--- src/sv/i2r_pkg.sv ---
package i2r_pkg;

  localparam int VALUE_WIDTH = 32;
  localparam int MAX_DIGITS  = 32;

  localparam int RADIX_W  = 6;
  localparam int DIGIT_W  = 6;
  localparam int CHAR_W   = 7;
  localparam int CNT_W    = $clog2(MAX_DIGITS + 1);
  localparam int IDX_W    = $clog2(MAX_DIGITS);
  localparam int BIT_W    = $clog2(VALUE_WIDTH);

  localparam int RADIX_MIN   = 2;
  localparam int RADIX_MAX   = 36;
  localparam int RADIX_RESET = 10;

  localparam int DEC_DIGIT_MAX = 9;
  localparam int ZERO_CHAR     = 48;
  localparam int ALPHA_OFFSET  = 55;

  typedef struct packed {
    logic load;
    logic step;
    logic emit_start;
    logic rd;
    logic out_load;
  } i2r_cmd_t;

  typedef struct packed {
    logic step_last;
    logic q_zero;
    logic count_full;
    logic idx_zero;
    logic out_free;
  } i2r_status_t;

  function automatic logic [CHAR_W-1:0] digit_to_ascii(input logic [DIGIT_W-1:0] d);
    logic [CHAR_W-1:0] c;
    if (int'(d) <= DEC_DIGIT_MAX) begin
      c = CHAR_W'(ZERO_CHAR + int'(d));
    end else begin
      c = CHAR_W'(ALPHA_OFFSET + int'(d));
    end
    return c;
  endfunction

endpackage

--- src/sv/i2r_ctrl.sv ---
module i2r_ctrl (
  input  logic                 clk,
  input  logic                 rst,
  input  logic                 in_valid,
  output logic                 in_stall,
  input  i2r_pkg::i2r_status_t status,
  output i2r_pkg::i2r_cmd_t    cmd
);
  import i2r_pkg::*;

  typedef enum logic [2:0] {
    S_IDLE,
    S_DIV,
    S_CHECK,
    S_READ,
    S_OUT
  } state_t;

  state_t state;
  state_t state_next;

  always_comb begin
    cmd        = '0;
    state_next = state;
    in_stall   = 1'b1;
    unique case (state)
      S_IDLE: begin
        in_stall = 1'b0;
        if (in_valid) begin
          cmd.load   = 1'b1;
          state_next = S_DIV;
        end
      end
      S_DIV: begin
        cmd.step = 1'b1;
        if (status.step_last) begin
          state_next = S_CHECK;
        end
      end
      S_CHECK: begin
        if (status.q_zero || status.count_full) begin
          cmd.emit_start = 1'b1;
          state_next     = S_READ;
        end else begin
          state_next = S_DIV;
        end
      end
      S_READ: begin
        cmd.rd     = 1'b1;
        state_next = S_OUT;
      end
      S_OUT: begin
        if (status.out_free) begin
          cmd.out_load = 1'b1;
          state_next   = status.idx_zero ? S_IDLE : S_READ;
        end
      end
      default: begin
        state_next = S_IDLE;
      end
    endcase
  end

  always_ff @(posedge clk) begin
    if (rst) begin
      state <= S_IDLE;
    end else begin
      state <= state_next;
    end
  end

endmodule

--- src/sv/i2r_datapath.sv ---
module i2r_datapath (
  input  logic                              clk,
  input  logic                              rst,
  input  logic                              cfg_valid,
  output logic                              cfg_ready,
  input  logic [i2r_pkg::RADIX_W-1:0]       cfg_data,
  input  logic [i2r_pkg::VALUE_WIDTH-1:0]   value,
  output logic                              out_valid,
  input  logic                              out_stall,
  output logic [i2r_pkg::CHAR_W-1:0]        digit_char,
  output logic                              last_char,
  input  i2r_pkg::i2r_cmd_t                 cmd,
  output i2r_pkg::i2r_status_t              status
);
  import i2r_pkg::*;

  logic [RADIX_W-1:0]     radix;
  logic [RADIX_W-1:0]     base;
  logic [VALUE_WIDTH-1:0] quot;
  logic [VALUE_WIDTH-1:0] quot_next;
  logic [DIGIT_W-1:0]     rem;
  logic [DIGIT_W-1:0]     rem_next;
  logic [DIGIT_W:0]       partial;
  logic                   fits;
  logic [BIT_W-1:0]       bit_cnt;
  logic [CNT_W-1:0]       count;
  logic [IDX_W-1:0]       rd_idx;
  logic [DIGIT_W-1:0]     rd_data;
  logic [DIGIT_W-1:0]     digit_store [MAX_DIGITS];

  assign cfg_ready = 1'b1;

  always_comb begin
    if (radix < RADIX_W'(RADIX_MIN)) begin
      base = RADIX_W'(RADIX_MIN);
    end else if (radix > RADIX_W'(RADIX_MAX)) begin
      base = RADIX_W'(RADIX_MAX);
    end else begin
      base = radix;
    end
  end

  // one restoring division step
  assign partial   = {rem, quot[VALUE_WIDTH-1]};
  assign fits      = partial >= {1'b0, base};
  assign rem_next  = fits ? DIGIT_W'(partial - {1'b0, base}) : partial[DIGIT_W-1:0];
  assign quot_next = {quot[VALUE_WIDTH-2:0], fits};

  assign status.step_last  = bit_cnt == BIT_W'(VALUE_WIDTH - 1);
  assign status.q_zero     = quot == '0;
  assign status.count_full = count == CNT_W'(MAX_DIGITS);
  assign status.idx_zero   = rd_idx == '0;
  assign status.out_free   = !out_valid || !out_stall;

  always_ff @(posedge clk) begin
    if (rst) begin
      radix <= RADIX_W'(RADIX_RESET);
      count <= '0;
    end else begin
      if (cfg_valid && cfg_ready) begin
        radix <= cfg_data;
      end
      if (cmd.load) begin
        count <= '0;
      end else if (cmd.step && status.step_last) begin
        count <= count + CNT_W'(1);
      end
    end
  end

  always_ff @(posedge clk) begin
    if (cmd.load) begin
      quot    <= value;
      rem     <= '0;
      bit_cnt <= '0;
    end else if (cmd.step) begin
      quot <= quot_next;
      if (status.step_last) begin
        rem     <= '0;
        bit_cnt <= '0;
      end else begin
        rem     <= rem_next;
        bit_cnt <= bit_cnt + BIT_W'(1);
      end
    end
    if (cmd.emit_start) begin
      rd_idx <= IDX_W'(count - CNT_W'(1));
    end else if (cmd.out_load) begin
      rd_idx <= rd_idx - IDX_W'(1);
    end
  end

  // digit store, least significant digit at entry zero
  always_ff @(posedge clk) begin
    if (cmd.step && status.step_last) begin
      digit_store[count[IDX_W-1:0]] <= rem_next;
    end
    if (cmd.rd) begin
      rd_data <= digit_store[rd_idx];
    end
  end

  always_ff @(posedge clk) begin
    if (rst) begin
      out_valid <= 1'b0;
    end else if (cmd.out_load) begin
      out_valid <= 1'b1;
    end else if (!out_stall) begin
      out_valid <= 1'b0;
    end
  end

  always_ff @(posedge clk) begin
    if (cmd.out_load) begin
      digit_char <= digit_to_ascii(rd_data);
      last_char  <= status.idx_zero;
    end
  end

  a_count_range: assert property (@(posedge clk) disable iff (rst)
    count <= CNT_W'(MAX_DIGITS))
    else $error("digit count beyond store depth");

  a_rem_below_base: assert property (@(posedge clk) disable iff (rst)
    (cmd.step && !status.step_last) |=> rem < base)
    else $error("partial remainder not below radix");

  a_load_only_when_free: assert property (@(posedge clk) disable iff (rst)
    cmd.out_load |-> status.out_free)
    else $error("output register overwritten while stalled");

  a_load_shows: assert property (@(posedge clk) disable iff (rst)
    cmd.out_load |=> out_valid)
    else $error("loaded character not presented");

endmodule

--- src/sv/integer_to_radix_ascii_core.sv ---
// each digit takes one bit-serial division of the value, then a check of quotient and digit count
// each division is a restoring divide, one quotient bit per cycle
// characters then leave one at a time from a registered digit store read, waiting on out_stall
// a new value is taken only in idle, after the last character is loaded for output
// reset: synchronous active high, radix to 10, controller idle, output empty
// digit store is not cleared: every entry is written before it is read
module integer_to_radix_ascii_core (
  input  logic                            clk,
  input  logic                            rst,
  input  logic                            cfg_valid,
  output logic                            cfg_ready,
  input  logic [i2r_pkg::RADIX_W-1:0]     cfg_data,
  input  logic                            in_valid,
  output logic                            in_stall,
  input  logic [i2r_pkg::VALUE_WIDTH-1:0] value,
  output logic                            out_valid,
  input  logic                            out_stall,
  output logic [i2r_pkg::CHAR_W-1:0]      digit_char,
  output logic                            last_char
);
  import i2r_pkg::*;

  i2r_cmd_t    cmd;
  i2r_status_t status;

  i2r_ctrl u_ctrl (
    .clk      (clk),
    .rst      (rst),
    .in_valid (in_valid),
    .in_stall (in_stall),
    .status   (status),
    .cmd      (cmd)
  );

  i2r_datapath u_datapath (
    .clk        (clk),
    .rst        (rst),
    .cfg_valid  (cfg_valid),
    .cfg_ready  (cfg_ready),
    .cfg_data   (cfg_data),
    .value      (value),
    .out_valid  (out_valid),
    .out_stall  (out_stall),
    .digit_char (digit_char),
    .last_char  (last_char),
    .cmd        (cmd),
    .status     (status)
  );

endmodule
--- config.mk ---
export PLATFORM = sky130hd
export DESIGN_NAME = integer_to_radix_ascii_core
export DESIGN_NICKNAME = d
export VERILOG_FILES = /design/src/sv/i2r_pkg.sv /design/src/sv/i2r_ctrl.sv /design/src/sv/i2r_datapath.sv /design/src/sv/integer_to_radix_ascii_core.sv
export SDC_FILE = /design/constraint.sdc
export NUM_CORES = 1
export LEC_CHECK = 0
export ABC_AREA = 1
export BUFFER_PORTS_ARGS = -buffer_cell sky130_fd_sc_hd__clkbuf_2
export CAP_MARGIN = 5
export CORE_MARGIN = 8
export CORE_UTILIZATION = 45
export CTS_CLUSTER_DIAMETER = 200
export CTS_CLUSTER_SIZE = 10
export DETAILED_ROUTE_END_ITERATION = 10
export PLACE_DENSITY = 0.69
export SYNTH_ARGS = -nofsm -noshare
export SYNTH_HDL_FRONTEND = slang
export SYNTH_HIERARCHICAL = 1
export SYNTH_SLANG_ARGS = --single-unit
--- constraint.sdc ---
create_clock -name clk -period 3.06 [get_ports clk]
set_input_delay 0.306 -clock clk [delete_from_list [all_inputs] [get_ports clk]]
set_output_delay 0.306 -clock clk [all_outputs]
set_load 0.02 [all_outputs]
Word-level counts from Yosys, hierarchy flattened
Memories as Yosys holds them, arrays and structs flattened. A register that Yosys moved wholly into a read port is not among the register bits.
Index checks and enable logic that the tools add are counted.
{"block": "classes", "n_mux": 29, "eq_ne": 10, "n_lt_le_gt_ge": 4, "n_addsub": 7, "n_reduce_logical": 12}
{"cell": "2-to-1 mux 32 bit", "n": 2}
{"cell": "zero test 32 bit", "n": 1}
{"cell": "2-to-1 mux 6 bit", "n": 4}
{"cell": "2-to-1 mux 5 bit", "n": 3}
{"cell": "case mux 3 bit (5 select lines)", "n": 1}
{"cell": "adder 6 x 6 -> 7 bit, first input constant", "n": 2}
{"cell": "2-to-1 mux 1 bit", "n": 13}
{"cell": "subtractor 5 x 1 -> 5 bit, second input constant", "n": 2}
{"cell": "2-to-1 mux 3 bit", "n": 3}
{"cell": ">= comparator 7 x 6 -> 1 bit", "n": 1}
{"cell": "2-to-1 mux 7 bit", "n": 1}
{"cell": "adder 6 x 1 -> 6 bit, second input constant", "n": 1}
{"cell": "== test 3 x 2 -> 1 bit, second input constant", "n": 2}
{"cell": "== test 6 bit, second input constant", "n": 1}
{"cell": "> comparator 6 bit, second input constant", "n": 1}
{"cell": "less-or-equal comparator 6 x 4 -> 1 bit, second input constant", "n": 1}
{"cell": "< comparator 6 x 2 -> 1 bit, second input constant", "n": 1}
{"cell": "subtractor 6 bit", "n": 1}
{"cell": "adder 5 x 1 -> 5 bit, second input constant", "n": 1}
{"cell": "== test 5 bit, second input constant", "n": 1}
{"cell": "zero test 5 bit", "n": 1}
{"cell": "2-to-1 mux 2 bit", "n": 2}
{"cell": "!= test 2 x 1 -> 1 bit, second input constant", "n": 2}
{"cell": "!= test 2 bit, second input constant", "n": 2}
{"cell": "other kinds (9)", "n": 12}
{"block": "word_totals", "ramBits": 192, "input_bits": 43, "n_memories": 1, "ff_bits": 72}
{"name": "u_datapath.digit_store", "depth": 32, "width": 6, "rd": 1, "rd_clocked_by_memory_dff": 1, "wr": 1, "line_no": "i2r_datapath.sv:29", "text": "logic [DIGIT_W-1:0] digit_store [MAX_DIGITS];"}

Logic depth before layout (Yosys ltp)
Gate-level depths: netlist (run 1).
{"block": "depth", "ltp_word": 6, "depth_mapped": 17, "depth_no_buf": 16}

Cells and area by module
The synthesis (run 1) kept the hierarchy.
{"mod": "i2r_datapath", "area_per_inst_um2": 12019.0, "seq_area_each_um2": 7777.5, "instances": 1, "cells_per_inst": 1210}
{"mod": "i2r_ctrl", "area_per_inst_um2": 235.2, "seq_area_each_um2": 60.1, "instances": 1, "cells_per_inst": 41}

Least setup slack after synthesis (run 1)
OpenSTA, ideal clock, no wires.
{"block": "synth_timing", "path_type": "flip-flop to flip-flop", "startpoint": "register u_datapath.radix[0]", "endpoint": "memory u_datapath.digit_store[0][2] (data pin)", "path_buffers": 1, "required_ns": 2.759, "arrival_ns": 2.327, "path_slack_ns": 0.432, "stages_incl_launch_ff": 13, "cell_sequence": "dfxtp_1 > o211ai_1 > and2_1 > inv_1 > o21ai_0 > inv_1 > ha_1 > nand3_1 > nand2_2 > nand2_1 > nand3_2 > buf_6 > o21ai_2"}
{"block": "synth_via", "elab_chain_len": 5, "elab_cells_between_ends": 7, "classes_between": "add/sub (1); order compare (3); mux (3)"}
{"item": "start: declaration", "line_no": "i2r_datapath.sv:17", "text": "logic [RADIX_W-1:0] radix;"}
{"item": "start signal: assignment", "line_no": "i2r_datapath.sv:57", "text": "radix <= RADIX_W'(RADIX_RESET);"}
{"item": "start signal: assignment", "line_no": "i2r_datapath.sv:61", "text": "radix <= cfg_data;"}
{"item": "> comparator 6 bit", "line_no": "i2r_datapath.sv:36", "text": "end else if (radix > RADIX_W'(RADIX_MAX)) begin"}
{"item": "2-to-1 mux 6 bit", "line_no": "i2r_datapath.sv:36"}
{"item": "2-to-1 mux 6 bit *", "line_no": "i2r_datapath.sv:34", "text": "if (radix < RADIX_W'(RADIX_MIN)) begin"}
{"item": "subtractor 6 bit / >= comparator 7 x 6 -> 1 bit (equally long branches)", "line_no": "i2r_datapath.sv:46, i2r_datapath.sv:45"}
{"item": "2-to-1 mux 6 bit *", "line_no": "i2r_datapath.sv:46", "text": "assign rem_next = fits ? DIGIT_W'(partial - {1'b0, base}) : partial[DIGIT_W-1:0];"}
{"item": "named net u_datapath.rem_next[2]", "line_no": "i2r_datapath.sv:22", "text": "logic [DIGIT_W-1:0] rem_next;"}
{"item": "end: declaration", "line_no": "i2r_datapath.sv:29"}
Mark *: on every way through the listed nets, which the timed path passes. The rest lies on a longest branch.

Worst setup path in the final report (run 1)
{"block": "layout_timing", "startpoint": "register u_datapath.radix[3]", "endpoint": "memory u_datapath.digit_store[0][5] (data pin)"}
The elaborated chain is that of the path after synthesis.

==> metrics.md, run 1 <==
| Metric | Value |
|---|---|
| Max Freq | 360.2 MHz |
| Mean Syn Cell Area | 9.796 um2 |
| Crit Path Max Fanout | 33 |
| Num Clock Sinks | 270 |
| Static leakage | 5.750 nW |
| CP startpoint kind | flip-flop |
| Critical Path AT | 3.01 ns |
| Fin Hold WS | 0.03232 ns |
| DRT iter0 DRCs | 598 |
| RSZ-0062 raised after global routing | no |
| DRC | 0 |
| Post-cts sizing count | 0 |
| Ys async rst share | 0% |
| Final slew viol count | 0 |
| P&R area growth vs syn | 12.79% |
| Multi-input logic area | 0.003631 mm2 |
| GRT Overall Usage | 15.84% |
| Pwr per Cell Area | 814.3 mW/mm2 |
| Final Setup Violations | 0 |
| Synth Cell Area | 0.01225 mm2 |
| DP HPWL | 16,430 um |
| Die height | 181.0 um |
| Flops & latches, synth | 270 |
| Vias in the first global route | 8,503 |
| Register area share after synthesis | 63.96% |
| Max-Cap Viols | 0 |
| Minimum clock period | 2.776 ns |
| WL per Instance | 15.63 um |
| Root Driver | clkbuf_16 |
| Ant. Diodes | 0 |
| Placed inst area | 0.01298 mm2 |
| Period utilisation layout | 90.72% |
| Grt ovf | 0 |
| Die area | 0.03277 mm2 |
| Area leader, netlist | edfxtp_1 |
| H-Tree Depth | 1 |
| CTS tree | yes |
| Worst relative slew slack | 38.28% |
| Total wire length | 26,030 um |
| Final nets | 1,376 |
| I/O pin count | 54 |
| Cell count after synthesis | 1,251 |
| Die width | 181.0 um |
| Synth Flop Type | edfxtp_1 |
| Setup_tns | 0 ns |
| Cell variety after synth | 37 |
| Number of synthesized flops with an enable pin | 243 |
| Cell Count, Final, Fillers Out | 1,665 |
| Slew @ Worst Pin | 0.9248 ns |
| Pin count of the biggest net entering global routing | 120 |
| Worst-path clk slew | 0.06 ns |
| Syn nets | 1,313 |
| Largest cells by area after synthesis | edfxtp_1, nand2_1, dfxtp_1 |
| Crit Path Category | flip-flop to flip-flop |
| Design Area, Final | 0.01382 mm2 |
| Via count | 8,469 |
| Share of post-route cells with drive strength above 1 | 10.27% |
| FP Rows | 60 |
| Placeable core area | 0.02688 mm2 |
| CP required | 3.29 ns |
| Clk_lat worst skew | 0.55 ns |
| Clk_skew | 0.01974 ns |
| Placed Instances | 1,620 |
| GP Congestion | 0.8389 |
| Fill cells | 2,409 |
| Maximum VDD drop | 0.0008170 V |
| First-pass GRT wire length | 42,700 um |
| Pwr Total | 0.01126 W |
| Starting Density | 45.60% |
| Yosys warns | 6 |
| CTS max path bufs | 3 |
| CTS Buf Count | 30 |
| First drt pass iteration count | 7 |
| Post-synth top area share | 59.55% |
| Status | complete, no violations |
| Input/output buffers | 52 |
| Initial antenna violation count | 0 |
| Hold Crit Class | input port to flip-flop |
| Top-count cell post-synth | nand2_1 |
| Post-DRT Antenna Nets | 0 |
| Sequential cell area | 0.007838 mm2 |
| DR vias/cell | 5.086 |
| R2r setup slk | 0.28 ns |
| Final hold vios | 0 |
| Commonest cells in the netlist | nand2_1, edfxtp_1, inv_1 |
| Crit end category | flip-flop |
## kinds of logic (layout without fill, tap and decap cells)
| kind of cell | count (synthesis) | in the layout | synth area share (%) |
|---|---|---|---|
| simple gates | 646 | 646 | 21.16 |
| flops | 270 | 270 | 63.96 |
| buf+inv | 192 | 265 | 6.484 |
| compound gates | 115 | 115 | 5.799 |
| fa+ha+maj | 19 | 19 | 2.001 |
| xor+xnor | 8 | 8 | 0.5718 |
| other cells | 1 | 1 | 0.03060 |
## path summary, 6_finish.rpt
kind | startpoint | to | depth (start not counted)
worst max-delay path | u_datapath/radix[3] | u_datapath/digit_store[0][5] | 13
worst min register to register | u_datapath/rem[5] | u_datapath/rem[5] | 2
worst max register to register | u_datapath/radix[3] | u_datapath/digit_store[0][5] | 13
worst min-delay path | value[16] | u_datapath/quot[16] | 3
## cell usage in the layout (no fill, tap or decap), types with 13 or more instances in the layout
cell,instances
nand2_1,462
edfxtp_1,243
inv_1,136
nor2_1,99
clkbuf_2,52
o211ai_1,41
nand3_1,40
o21ai_0,36
clkbuf_16,30
dfxtp_1,27
ha_1,18
buf_4,18
o21ai_1,17
nor3_1,13
## layer usage
metal | GRT usage (%) | part of all wire (%)
met1 | 20.75 | 45
met2 | 26.49 | 46
met3 | 2.728 | 5.7
met4 | 4.985 | 2.8
met5 | 0 | 0
## power breakdown
group,switching [W],internal (W),total (W)
logic,0.00189,0.000736,0.00262
clock network,0.00131,0.00177,0.00308
registers,0.000145,0.00541,0.00555
## timing repair
action                     4_1_cts  5_1_grt
hold endpoints to repair         3        0
hold buffers                     3        0
setup endpoints to repair        0        0
setup buffers                    0        0
## critical path, stage by stage, from the launching register on
cell	delay, ns
dfxtp_1	0.33
o21ai_0	0.16
and2_1	0.18
inv_1	0.07
o21ai_0	0.31
inv_1	0.09
ha_1	0.30
nand3_1	0.13
nand2_2	0.07
nand2_1	0.09
nand3_2	0.27
nand3_2	0.13
nand2_1	0.05
buf_4	0.23
## state kept, by name (all words and copies together), names as in the netlist
register	flops
u_datapath/last_char	1
u_ctrl/state	3
u_datapath/rem	6
u_datapath/bit_cnt	5
u_datapath/radix	6
u_datapath/quot	32
u_datapath/digit_store	192
u_datapath/count	6
u_datapath/digit_char	7
u_datapath/rd_data	6
u_datapath/out_valid	1
u_datapath/rd_idx	5
## stage by stage
stage          utilization [%]  setup WS, ns
3_5_place_dp             48.31        0.3063
3_3_place_gp             48.31        0.4071
2_1_floorplan                -        0.4319
5_1_grt                  51.43       0.01172
6_report                 51.43        0.2839
4_1_cts                  51.43        0.2941
## layout make-up
cell class | instances | share of cell area [%]
Multi-Input combinational cell | 789 | 26.27
Clock buffer | 41 | 5.730
Sequential cell | 270 | 56.70
Timing Repair Buffer | 81 | 4.236
Inverter | 142 | 3.856
Clock inverter | 1 | 0.1177
Tap cell | 341 | 3.087
No activity file was read; power rests on OpenSTA's default activity.
==> inputs of run 2 (changes only) <==
Clock period 3.06 ns to 3.4 ns, I/O delays scaled along.
==> run 2 against run 1 <==
Clock power is 9.4% lower. Maximum frequency is 0.95% lower. Die area stayed put. Routed wire length is 0.73% higher. Sequential cell count stayed put. Sequential power is 9.7% lower. Via count is 0.48% higher.
==> metrics.md, run 2 (synthesized netlist as in run 1, its figures left out) <==
| Metric | Value |
|---|---|
| Setup_tns | 0 ns (unchanged) |
| CTS max path bufs | 3 (unchanged) |
| M2 GR Usage | 28.01% (was 26.49%) |
| Critical Path AT | 3.11 ns (was 3.01 ns) |
| I/O pin count | 54 (unchanged) |
| Delay-heaviest family, CP | simple AND/OR/NAND/NOR gates (unchanged) |
| FP Rows | 60 (unchanged) |
| Initial antenna violation count | 0 (unchanged) |
| Fin Hold WS | 0.03777 ns (was 0.03232 ns) |
| Hold Crit Class | input port to flip-flop (unchanged) |
| Max Freq | 356.8 MHz (was 360.2 MHz) |
| DRT iter0 DRCs | 606 (was 598) |
| Status | complete, no violations (unchanged) |
| Worst-path cell chain | o21ai_0 -> and2_1 -> inv_1 -> o21ai_0 -> inv_1 -> ha_1 -> nand3_1 -> nand2_2 -> nand2_1 -> nand3_2 -> o21ai_2 -> buf_4 (was o21ai_0 -> and2_1 -> inv_1 -> o21ai_0 -> inv_1 -> ha_1 -> nand3_1 -> nand2_2 -> nand2_1 -> nand3_2 -> nand3_2 -> nand2_1 -> buf_4) |
| Minimum clock period | 2.803 ns (was 2.776 ns) |
| Post-DRT Antenna Nets | 0 (unchanged) |
| Pwr Total | 0.009901 W (was 0.01126 W) |
| Crit Path Max Fanout | 33 (unchanged) |
| Post-cts sizing count | 0 (unchanged) |
| Starting Density | 45.60% (unchanged) |
| Final Setup Violations | 0 (unchanged) |
| Crit Path Category | flip-flop to flip-flop (unchanged) |
| First-pass GRT wire length | 42,630 um (was 42,700 um) |
| Crit path from | u_datapath/radix[3] (unchanged) |
| CP startpoint kind | flip-flop (unchanged) |
| CTS Buf Count | 30 (unchanged) |
| Worst relative slew slack | 31.29% (was 38.28%) |
| CP max stage cell | buf_4 (was dfxtp_1) |
| Total wire length | 26,220 um (was 26,030 um) |
| Clk_lat worst skew | 0.54 ns (was 0.55 ns) |
| Period utilisation layout | 82.44% (was 90.72%) |
| Num Clock Sinks | 270 (unchanged) |
| Root Driver | clkbuf_16 (unchanged) |
| Die width | 181.0 um (unchanged) |
| FF-to-FF path depth | 12 (was 13) |
| Commonest non-fill, non-tap cell in the layout | nand2_1 (unchanged) |
| Hold Buf Count CTS | 0 (was 3) |
| Fill cells | 2,418 (was 2,409) |
| Die height | 181.0 um (unchanged) |
| Hold path start | cfg_data[3] (was value[16]) |
| Most frequent cells in the layout | nand2_1, edfxtp_1, inv_1 (unchanged) |
| Die area | 0.03277 mm2 (unchanged) |
| Dpl ws | 0.6337 ns (was 0.3063 ns) |
| GP Congestion | 0.8527 (was 0.8389) |
| DR vias/cell | 5.145 (was 5.086) |
| Max-Cap Viols | 0 (unchanged) |
| Clk_skew | 0.007133 ns (was 0.01974 ns) |
| Design Area, Final | 0.01366 mm2 (was 0.01382 mm2) |
| Via count | 8,510 (was 8,469) |
| First drt pass iteration count | 5 (was 7) |
| Met3 Use GR | 2.487% (was 2.728%) |
| Pwr per Cell Area | 724.7 mW/mm2 (was 814.3 mW/mm2) |
| DRC | 0 (unchanged) |
| Pin count of the biggest net entering global routing | 120 (unchanged) |
| Worst Slack Setup Final | 0.5971 ns (was 0.2839 ns) |
| Placeable core area | 0.02688 mm2 (unchanged) |
| CTS tree | yes (unchanged) |
| Share of post-route cells with drive strength above 1 | 9.673% (was 10.27%) |
| H-Tree Depth | 1 (unchanged) |
| RSZ-0062 raised after global routing | no (unchanged) |
| Placed inst area | 0.01284 mm2 (was 0.01298 mm2) |
| P&R area growth vs syn | 11.49% (was 12.79%) |
| Critical path buffer and inverter count | 3 (unchanged) |
| Final nets | 1,364 (was 1,376) |
| Met1 usage in global routing | 19.81% (was 20.75%) |
| Hold path cells | 3 (unchanged) |
| Ant. Diodes | 0 (unchanged) |
| Grt ovf | 0 (unchanged) |
| Static leakage | 5.673 nW (was 5.750 nW) |
| Vias in the first global route | 8,471 (was 8,503) |
| Grt peak-use layer | met2 (unchanged) |
| Maximum VDD drop | 0.0005924 V (was 0.0008170 V) |
| Crit end category | flip-flop (unchanged) |
| Final slew viol count | 0 (unchanged) |
| Largest register FFs | 192 (unchanged) |
| DP HPWL | 16,730 um (was 16,430 um) |
| CP required | 3.71 ns (was 3.29 ns) |
| Worst-path clk slew | 0.05 ns (was 0.06 ns) |
| WP depth | 12 (was 13) |
| Final hold vios | 0 (unchanged) |
| WL per Instance | 15.85 um (was 15.63 um) |
| Post-CTS setup buffers | 0 (unchanged) |
| GRT Overall Usage | 15.84% (about the same) |
| Worst r2r src | u_datapath/radix[3] (unchanged) |
| Slew @ Worst Pin | 1.022 ns (was 0.9248 ns) |
| CP peak stage delay | 0.37 ns (was 0.33 ns) |
| Input/output buffers | 52 (unchanged) |
[run 2: cell types whose count changed in the layout (fill, tap and decap cells not counted)]
cell           delta
buf_12            -6
buf_4             -3
dlygate4sd3_1     -3
clkbuf_1          +1
clkbuf_16         +1
clkinv_8          -1
[run 2: report_power, final]
part / internal, W / switching (W)
Combinational: 0.000458 / 0.00164
Sequential: 0.00487 / 0.000133
Clock: 0.00163 / 0.00116
[run 2: layout make-up]
| cell class | instances | area, um2 | area share [%] |
|---|---|---|---|
| Clock buffer | 43 | 820.8 | 6.008 |
| Sequential cell | 270 | 7838 | 57.37 |
| Inverter | 142 | 533.0 | 3.901 |
| Tap cell | 341 | 426.7 | 3.123 |
| Multi-Input combinational cell | 789 | 3631 | 26.58 |
| Timing Repair Buffer | 69 | 412.9 | 3.022 |
[run 2: worst min-delay path: stages]
cell and delay, ns:
clkbuf_2 0.08, nand2_1 0.05, nand3_1 0.07
[run 2: metal layers]
layer | up-vias | part of all wire, % | wire length, um
met5 | - | 0 | 0
met4 | 0 | 2.5 | 659
met3 | 51 | 5.0 | 1321
met2 | 219 | 49 | 12820
met1 | 4028 | 44 | 11420
li1 | 4212 | - | -
[run 2: stage by stage]
step           instances  utilization [%]
6_report            1654            50.83
5_1_grt             1654            50.83
4_1_cts             1654            50.83
3_5_place_dp        1611            47.78
3_3_place_gp        1611            47.78
2_1_floorplan       1251                -
[run 2: final timing paths]
| kind | end | slack (ns) |
|---|---|---|
| worst max register to register | u_datapath/digit_store[23][3] | 0.60 |
| worst min-delay path | u_datapath/radix[3] | 0.04 |
| worst max-delay path | u_datapath/digit_store[23][3] | 0.60 |
| worst min register to register | u_datapath/rem[5] | 0.47 |
==> inputs of run 3 (changes only) <==
Clock period 3.4 ns to 2.7 ns, I/O delays scaled along.
==> run 3 against run 2 <==
Register-to-register slack got worse by 0.39 ns. Combinational power rose by 50%. Hold slack worse by 0.029 ns. Worst setup slack lost 0.39 ns. Sequential power increased by 26%. Clock-buffer cell count increased by 12. Sequential share of layout area decreased by 2.7 points. Clock power grew 31%.
==> metrics.md, run 3 (synthesized netlist as in run 1, its figures left out) <==
| Metric | Value |
|---|---|
| Vias in the first global route | 8,521 (was 8,471) |
| Initial antenna violation count | 0 (unchanged) |
| Worst-path clk slew | 0.06 ns (was 0.05 ns) |
| P&R area growth vs syn | 17.02% (was 11.49%) |
| Period utilisation layout | 92.42% (was 82.44%) |
| Clk_lat worst skew | 0.56 ns (was 0.54 ns) |
| M1 wire length | 11,970 um (was 11,420 um) |
| Cell Count, Final, Fillers Out | 1,727 (was 1,654) |
| Die area | 0.03277 mm2 (unchanged) |
| CTS tree | yes (unchanged) |
| DP HPWL | 16,810 um (was 16,730 um) |
| Max-Cap Viols | 0 (unchanged) |
| Final slew viol count | 0 (unchanged) |
| WP depth | 13 (was 12) |
| CP max stage cell | dfxtp_1 (was buf_4) |
| FF-to-FF path depth | 13 (was 12) |
| Share of post-route cells with drive strength above 1 | 11.54% (was 9.673%) |
| Met2 WL | 13,140 um (was 12,820 um) |
| Crit Path Max Fanout | 33 (unchanged) |
| Max Freq | 400.8 MHz (was 356.8 MHz) |
| Static leakage | 6.001 nW (was 5.673 nW) |
| Critical Path AT | 2.78 ns (was 3.11 ns) |
| WL per Instance | 15.79 um (was 15.85 um) |
| First drt pass iteration count | 5 (unchanged) |
| Hold Crit Class | input port to flip-flop (unchanged) |
| Pwr per Cell Area | 913.8 mW/mm2 (was 724.7 mW/mm2) |
| Final nets | 1,424 (was 1,364) |
| CTS max path bufs | 3 (unchanged) |
| Maximum VDD drop | 0.001047 V (was 0.0005924 V) |
| Commonest non-fill, non-tap cell in the layout | nand2_1 (unchanged) |
| Placed Instances | 1,642 (was 1,611) |
| Root Driver | clkbuf_16 (unchanged) |
| Crit Path Category | flip-flop to flip-flop (unchanged) |
| Final hold vios | 0 (unchanged) |
| Ant. Diodes | 0 (unchanged) |
| FP Rows | 60 (unchanged) |
| Fill cells | 2,323 (was 2,418) |
| Grt ovf | 0 (unchanged) |
| Largest register FFs | 192 (unchanged) |
| Via count | 8,715 (was 8,510) |
| Met3 wire length | 1588 um (was 1321 um) |
| Worst Slack Setup Final | 0.2047 ns (was 0.5971 ns) |
| Final Setup Violations | 0 (unchanged) |
| First-pass GRT wire length | 43,700 um (was 42,630 um) |
| Post-DRT Antenna Nets | 0 (unchanged) |
| Slew @ Worst Pin | 0.9458 ns (was 1.022 ns) |
| DRT iter0 DRCs | 620 (was 606) |
| Input/output buffers | 52 (unchanged) |
| Worst relative slew slack | 36.88% (was 31.29%) |
| Crit end category | flip-flop (unchanged) |
| Starting Density | 45.60% (unchanged) |
| Num Clock Sinks | 270 (unchanged) |
| Delay-heaviest family, CP | simple AND/OR/NAND/NOR gates (unchanged) |
| DRC | 0 (unchanged) |
| GP Congestion | 0.8179 (was 0.8527) |
| GRT Overall Usage | 16.32% (was 15.84%) |
| Dpl ws | 0.1053 ns (was 0.6337 ns) |
| Placeable core area | 0.02688 mm2 (unchanged) |
| Fin Hold WS | 0.008869 ns (was 0.03777 ns) |
| CTS Buf Count | 30 (unchanged) |
| Minimum clock period | 2.495 ns (was 2.803 ns) |
| Total wire length | 27,270 um (was 26,220 um) |
| DR vias/cell | 5.046 (was 5.145) |
| Pin count of the biggest net entering global routing | 120 (unchanged) |
| Status | complete, no violations (unchanged) |
| Setup_tns | 0 ns (unchanged) |
| Uppermost layer routed | met4 (unchanged) |
| I/O pin count | 54 (unchanged) |
| Clk_skew | 0.01992 ns (was 0.007133 ns) |
| Most frequent cells in the layout | nand2_1, edfxtp_1, inv_1 (unchanged) |
| Hold path cells | 3 (unchanged) |
| CP startpoint kind | flip-flop (unchanged) |
| Critical path buffer and inverter count | 3 (unchanged) |
| Die width | 181.0 um (unchanged) |
| Worst-path cell chain | o211ai_1 -> and2_1 -> inv_1 -> o21ai_0 -> inv_1 -> ha_1 -> nand3_1 -> nand2_2 -> nand2_1 -> nand3_4 -> nand2_1 -> o21ai_2 -> buf_12 (was o21ai_0 -> and2_1 -> inv_1 -> o21ai_0 -> inv_1 -> ha_1 -> nand3_1 -> nand2_2 -> nand2_1 -> nand3_2 -> o21ai_2 -> buf_4) |
| CP peak stage delay | 0.33 ns (was 0.37 ns) |
| Die height | 181.0 um (unchanged) |
| CP required | 2.98 ns (was 3.71 ns) |
| H-Tree Depth | 1 (unchanged) |
[run 3: final timing paths]
check	start	endpoint	slack, ns
setup / recovery	u_datapath/radix[0]	u_datapath/digit_store[7][1]	0.20
hold / removal	value[0]	u_datapath/quot[0]	0.009
setup reg to reg	u_datapath/radix[0]	u_datapath/digit_store[7][1]	0.20
hold reg to reg	u_datapath/bit_cnt[0]	u_datapath/bit_cnt[0]	0.48
[run 3: layer usage]
layer / vias up / global-route usage [%]
met5: - / 0
met4: 0 / 3.706
met3: 43 / 2.588
li1: 4338 / -
met1: 4090 / 21.08
met2: 244 / 28.48
[run 3: cell type report]
class / count / area (um2) / area share [%]
clock buffers: 55 / 844.6 / 5.890
clock inverters: 1 / 30.03 / 0.2094
inverters: 142 / 533.0 / 3.717
multi-input cells: 789 / 3645 / 25.42
flip-flops and latches: 270 / 7838 / 54.65
well taps: 341 / 426.7 / 2.975
repair buffers: 129 / 1023 / 7.137
[run 3: where the power goes]
| group | switching, W | total, W | internal, W |
|---|---|---|---|
| registers | 0.000173 | 0.00630 | 0.00612 |
| logic | 0.00222 | 0.00316 | 0.000938 |
| clock network | 0.00156 | 0.00365 | 0.00209 |
[run 3: worst register-to-register path, cell delays in order (launching register included)]
cell,delay [ns]
dfxtp_1,0.33
o211ai_1,0.17
and2_1,0.19
inv_1,0.07
o21ai_0,0.20
inv_1,0.07
ha_1,0.29
nand3_1,0.13
nand2_2,0.08
nand2_1,0.12
nand3_4,0.19
nand2_1,0.13
o21ai_2,0.08
buf_12,0.18
[run 3: metrics by stage]
step	power, W	utilization [%]	area [um2]
global placement	0.009374	48.97	13160
CTS	0.01318	53.31	14330
detailed placement	0.009511	48.97	13160
finish	0.01310	53.36	14340
global route	0.01365	53.36	14340
floorplan	0.007936	-	12250
[run 3: what timing repair did]
item                       CTS  global route
buffers inserted             0             0
hold endpoints to repair    29             0
setup endpoints to repair    0           200
hold buffers                29             0
gates resized for setup      0             3
